**config.mk**
```make
export PLATFORM = sky130hd
export DESIGN_NAME = pkva_voice_pool
export DESIGN_NICKNAME = d
export VERILOG_FILES = /design/src/pkva_pkg.sv /design/src/pkva_voice_pool.sv
export SDC_FILE = /design/constraint.sdc
export NUM_CORES = 1
export LEC_CHECK = 0
export BUFFER_PORTS_ARGS = -buffer_cell sky130_fd_sc_hd__buf_2
export CAP_MARGIN = 20
export CORE_AREA = 2 2 39 41
export DETAILED_ROUTE_END_ITERATION = 8
export DIE_AREA = 0 0 41 43
export GPL_TIMING_DRIVEN = 1
export PLACE_DENSITY = 0.67
export SETUP_SLACK_MARGIN = 0.3
export SLEW_MARGIN = 10
export SYNTH_ARGS = -nofsm -noshare
export SYNTH_HDL_FRONTEND = slang
export SYNTH_SLANG_ARGS = --single-unit
```
**constraint.sdc**
```tcl
create_clock -name clk_i -period 1 [get_ports clk_i]
set_clock_uncertainty 0.2 [all_clocks]
set_input_delay 0.1 -clock clk_i [delete_from_list [all_inputs] [get_ports clk_i]]
set_output_delay 0.1 -clock clk_i [all_outputs]
set_load 0.02 [all_outputs]
```
**src/pkva_pkg.sv**
```systemverilog
// ----------------------------------------------------------------------------
// Voice allocator package
// Widths, defaults, event codes, state encoding and frequency tables.
// ----------------------------------------------------------------------------
package pkva_pkg;

  localparam int NUM_VOICES_DEF      = 9;
  localparam int NUM_KEYS_DEF        = 12;
  localparam int NUM_OCTAVES_DEF     = 8;
  localparam int NUM_INSTRUMENTS_DEF = 128;

  localparam int KeyBits   = 12;
  localparam int KeyIdxW   = 4;
  localparam int VoiceW    = 4;
  localparam int FnumLoW   = 8;
  localparam int BlockW    = 5;
  localparam int InstrW    = 7;
  localparam int OctaveW   = 3;
  localparam int EventW    = 2;

  localparam logic [OctaveW-1:0] OctaveReset = 3'd3;

  typedef enum logic [EventW-1:0] {
    EV_KEY_ON     = 2'd0,
    EV_RELEASE    = 2'd1,
    EV_NO_VOICE   = 2'd2,
    EV_CHIP_RESET = 2'd3
  } event_e;

  typedef enum logic [2:0] {
    ST_IDLE  = 3'b001,
    ST_SCAN  = 3'b010,
    ST_CLEAR = 3'b100
  } state_e;

  typedef struct packed {
    logic              alloc;
    logic [VoiceW-1:0] alloc_voice;
    logic              rel;
    logic [VoiceW-1:0] rel_voice;
    logic              clear;
  } pool_cmd_t;

  typedef struct packed {
    logic              found;
    logic [VoiceW-1:0] voice;
  } pool_stat_t;

  function automatic logic [FnumLoW-1:0] fnum_lo(input logic [KeyIdxW-1:0] key);
    logic [FnumLoW-1:0] r;
    case (key)
      4'd0:    r = 8'h6b;
      4'd1:    r = 8'h81;
      4'd2:    r = 8'h98;
      4'd3:    r = 8'hb0;
      4'd4:    r = 8'hca;
      4'd5:    r = 8'he5;
      4'd6:    r = 8'h02;
      4'd7:    r = 8'h20;
      4'd8:    r = 8'h41;
      4'd9:    r = 8'h63;
      4'd10:   r = 8'h87;
      4'd11:   r = 8'hae;
      default: r = 8'h00;
    endcase
    return r;
  endfunction

  function automatic logic [1:0] fnum_hi(input logic [KeyIdxW-1:0] key);
    logic [1:0] r;
    case (key) inside
      [4'd0:4'd5]:  r = 2'd1;
      [4'd6:4'd11]: r = 2'd2;
      default:      r = 2'd0;
    endcase
    return r;
  endfunction

endpackage

```
**src/pkva_voice_pool.sv**
```systemverilog
// ----------------------------------------------------------------------------
// Voice pool
// Busy flags of the voices and the lowest-free-voice search.
// ----------------------------------------------------------------------------
module pkva_voice_pool
  import pkva_pkg::*;
#(
  parameter int NumVoices = NUM_VOICES_DEF
) (
  input  logic       clk_i,
  input  logic       rst_ni,
  input  pool_cmd_t  cmd_i,
  output pool_stat_t stat_o
);

  logic [NumVoices-1:0] busy_q, busy_d;

  always_comb begin
    stat_o.found = 1'b0;
    stat_o.voice = '0;
    for (int i = NumVoices - 1; i >= 0; i--) begin
      if (!busy_q[i]) begin
        stat_o.found = 1'b1;
        stat_o.voice = VoiceW'(i);
      end
    end
  end

  always_comb begin
    busy_d = busy_q;
    for (int i = 0; i < NumVoices; i++) begin
      if (cmd_i.clear) begin
        busy_d[i] = 1'b0;
      end else if (cmd_i.alloc && cmd_i.alloc_voice == VoiceW'(i)) begin
        busy_d[i] = 1'b1;
      end else if (cmd_i.rel && cmd_i.rel_voice == VoiceW'(i)) begin
        busy_d[i] = 1'b0;
      end
    end
  end

  always_ff @(posedge clk_i or negedge rst_ni) begin
    if (!rst_ni) begin
      busy_q <= '0;
    end else begin
      busy_q <= busy_d;
    end
  end

endmodule

```
Word-level counts from Yosys, hierarchy flattened --
Index checks and enable logic that the tools add are counted.
Operators by class: equality and inequality tests 16, multiplexer cells 36, reductions and logical operators 29
Operators with widths (number):
- 5-bit two-way mux | 9
- 4-bit by 3-bit == test with 1-bit output, second input constant | 8
- 1-bit two-way mux | 27
- 3-bit nonzero test | 9
- 1-bit logical AND | 18
- 4-bit by 2-bit == test with 1-bit output, second input constant | 4
- 4-bit by 1-bit == test with 1-bit output, second input constant | 2
- 4-bit == test, second input constant | 2
- 4-bit logical NOT | 2
Word-level totals: word-level logic and storage cells 90, output and inout bits 5, register bits after elaboration 9

Logic depth before layout (Yosys ltp) --
depth in word-level cells 9, mapped depth 4

Worst setup path before layout --
OpenSTA, ideal clock, no wires.
kind register to output, start reg busy_q[0], end out stat_o[3] (netlist bit), path buffers 0, data required time 0.700 ns, arrival 1.017 ns, stages on the path, launching flop included 3, slack -0.317 ns, cells stage by stage dfrtp_1 > nand4_1 > nor3_1
RTL lines:
- from (decl) | RTL line pkva_voice_pool.sv:16 | logic [NumVoices-1:0] busy_q, busy_d;
- from (signal assigned) | RTL line pkva_voice_pool.sv:46 | busy_q <= busy_d;
- to (decl) | RTL line pkva_voice_pool.sv:13 | output pool_stat_t stat_o

==> metrics.yaml <==
end_kind: "output port"
r2r-end: "busy_q[4]"
drc_errors: 0
utilization: 0.782
chipHeight_um: 43
antennaDiodeCount: 0
fin_crit_sh: 1.56
drt_first_pass_iters: 4
fp.coreArea_mm2: 0.00138
power.leakage_nw: 0.472
rrSetupSlack_ns: -0.23
rr_startpoint: "busy_q[4]"
ctsHoldBuffers: 1
arrival_ns: 1.26
slew_viol_final: 0
die_w_um: 41
dpl_worst_slack_ns: -0.308
use_met2: 0.388
ys_warn_count: 0
cp-start-kind: "flop"
synth_compound_area_frac: 0.222
grt_pass1_wl_um: 2590
avgSynthCellArea_um2: 8.49
busiest_layer: "met2"
vdd_ir_drop_max_mv: 0.827
path_clk_slew_ns: 0.06
grt_setup_unrepaired: "yes"
ys_types: 25
min_path_cells: 2
vias_per_cell: 5.58
synth.area.mux_share: 0
grt_pass1_vias: 660
setup_ws_ns: -0.557
synthesis.area_um2: 552
yosys.area_share.simple: 0.342
initial_core_util: 0.399
reg2reg_depth: 5
cts_made_buffers: 3
max-cap-violations: 0
synth_xor_area_frac: 0
wirelength_um: 1670
cts_sinks: 9
drive_above_1_share: 0.595
via_count: 709
tightest_slew_ns: 0.309
hp-class: "in -> reg"
setup_viol: 10
min-delay-start: "cmd_i[7]"
syn_to_final_growth_pct: 96.1
use_met3: 0.0157
violations: "hold timing, setup timing"
cts-htree-levels: 1
synthCells: 65
clk_latency_ns: 0.26
ant_nets: 0
hold-path-endpoint: "busy_q[4]"
synth_nets: 78
grt_overflow: 0
grt_usage: 0.223
top_register: "busy_q"
hold_slack_ns: -0.0975
layout_min_cycle_time_ns: 1.56
hold_viol: 5
synth_fa_ha_area_frac: 0
antenna_found_initial: 0
cts_tree: "built"
gp_congestion: 0.914
met1_usage: 0.248
outcome: "complete, but fails checks"
ctsLongestPathBuffers: 2
synth_top_family_by_area: "simple AND/OR/NAND/NOR gates"
dp_hpwl_um: 1220
crit_fanout: 3
worstSetupPathType: "reg -> out"
grt_max_degree: 10
synth_seq_cells: 9
maxSlewHeadroom: 0.792
drtIter0Drc: 14
die_area_mm2: 0.00176
crit_required_ns: 0.70
cts_root_buf: "clkbuf_4"
largest_reg_flops: 9
wl_per_cell_um: 13.1
total_power_mw: 0.857
timing.fmax_ghz: 0.642
io-pin-count: 18
fin_nets: 125
powerDensity_mw_per_mm2: 792
seq_area_frac_synth: 0.408
reg_top3: "busy_q: 9 flops"
portBuffers: 17
rows: 14
## repair_timing
action,4_1_cts,5_1_grt
hold endpoints to repair,15,4
setup endpoints to repair,14,14
pin swaps,11,4
gates resized for setup,14,23
buffers inserted,3,1
## worst max-delay path: stages (launching register included)
cell and delay [ns]:
dfrtp_1 0.38, nand4_1 0.22, nor2_1 0.21, nand2_2 0.06
buf_6 0.13
## cells in the final DEF, fill, tap and decap left out, types with 2 or more instances in the layout
cell type and count:
nand3_1 3, nand4_1 3, a21oi_2 3, a31oi_2 2
clkbuf_4 3, nand3b_1 3, buf_4 17, buf_6 14
nor2_1 5, buf_2 9, o21ai_1 2, dfrtp_1 9
inv_2 2, nand2b_1 2, o21ai_2 3, nand2_1 8
## cell type report
class | instances | area (um^2)
Fill cell | 102 | 302
Tap cell | 16 | 20.0
Multi-Input combinational cell | 52 | 424
Timing Repair Buffer | 43 | 375
Inverter | 3 | 11.3
Sequential cell | 9 | 225
Clock buffer | 4 | 26.3
## cell families after synthesis
kind of cell	count (synthesis)
compound gates	18
buf+inv	4
flops	9
simple gates	34
## power by group
group / leakage, nW / switching [mW] / internal (mW)
Clock: 0.0150 / 0.120 / 0.153
Combinational: 0.333 / 0.0956 / 0.110
Sequential: 0.125 / 0.00697 / 0.372
## metal layers
layer / share of wire / vias to the layer above
li1: - / 338
met1: 0.40 / 345
met2: 0.54 / 21
met3: 0.029 / 5
met4: 0.024 / 0
met5: 0 / -
## worst max-delay path by stage
stage / start / to / slack (ns)
floorplan: busy_q[7] / stat_o[1] / -0.14
CTS: busy_q[6] / stat_o[4] / -0.54
global placement: cmd_i[3] / busy_q[0] / -0.25
detailed placement: busy_q[7] / stat_o[4] / -0.31
global route: busy_q[6] / stat_o[4] / -0.64
finish: busy_q[0] / stat_o[4] / -0.56
## cells in the mapped netlist
cell / instances / area [um^2]
o32ai_1: 1 / 8.76
or3b_1: 1 / 8.76
or3b_4: 1 / 11.3
o31ai_1: 1 / 7.51
inv_1: 3 / 11.3
nand2b_1: 2 / 12.5
nor3b_1: 1 / 7.51
nand2_1: 9 / 33.8
o311ai_0: 1 / 8.76
nand4_1: 3 / 18.8
nor2_1: 5 / 18.8
o21ai_0: 6 / 30.0
a32o_1: 1 / 10.0
nand3_1: 3 / 15.0
a31oi_1: 2 / 12.5
clkbuf_1: 1 / 3.75
a21oi_1: 4 / 20.0
o41ai_1: 1 / 8.76
nand3b_1: 3 / 22.5
nor2b_1: 2 / 12.5
o311ai_2: 1 / 16.3
nor4b_1: 1 / 8.76
nor3_1: 2 / 10.0
and2b_2: 1 / 8.76
dfrtp_1: 9 / 225
## per-stage QoR
stage	instances	TNS (ns)	cell area (um^2)
2_1_floorplan	65	-0.747	597
3_3_place_gp	118	-2.46	867
3_5_place_dp	118	-2.71	867
4_1_cts	126	-2.80	973
5_1_grt	127	-3.53	1080
6_report	127	-2.89	1080
(Power assumes the default switching activity.)
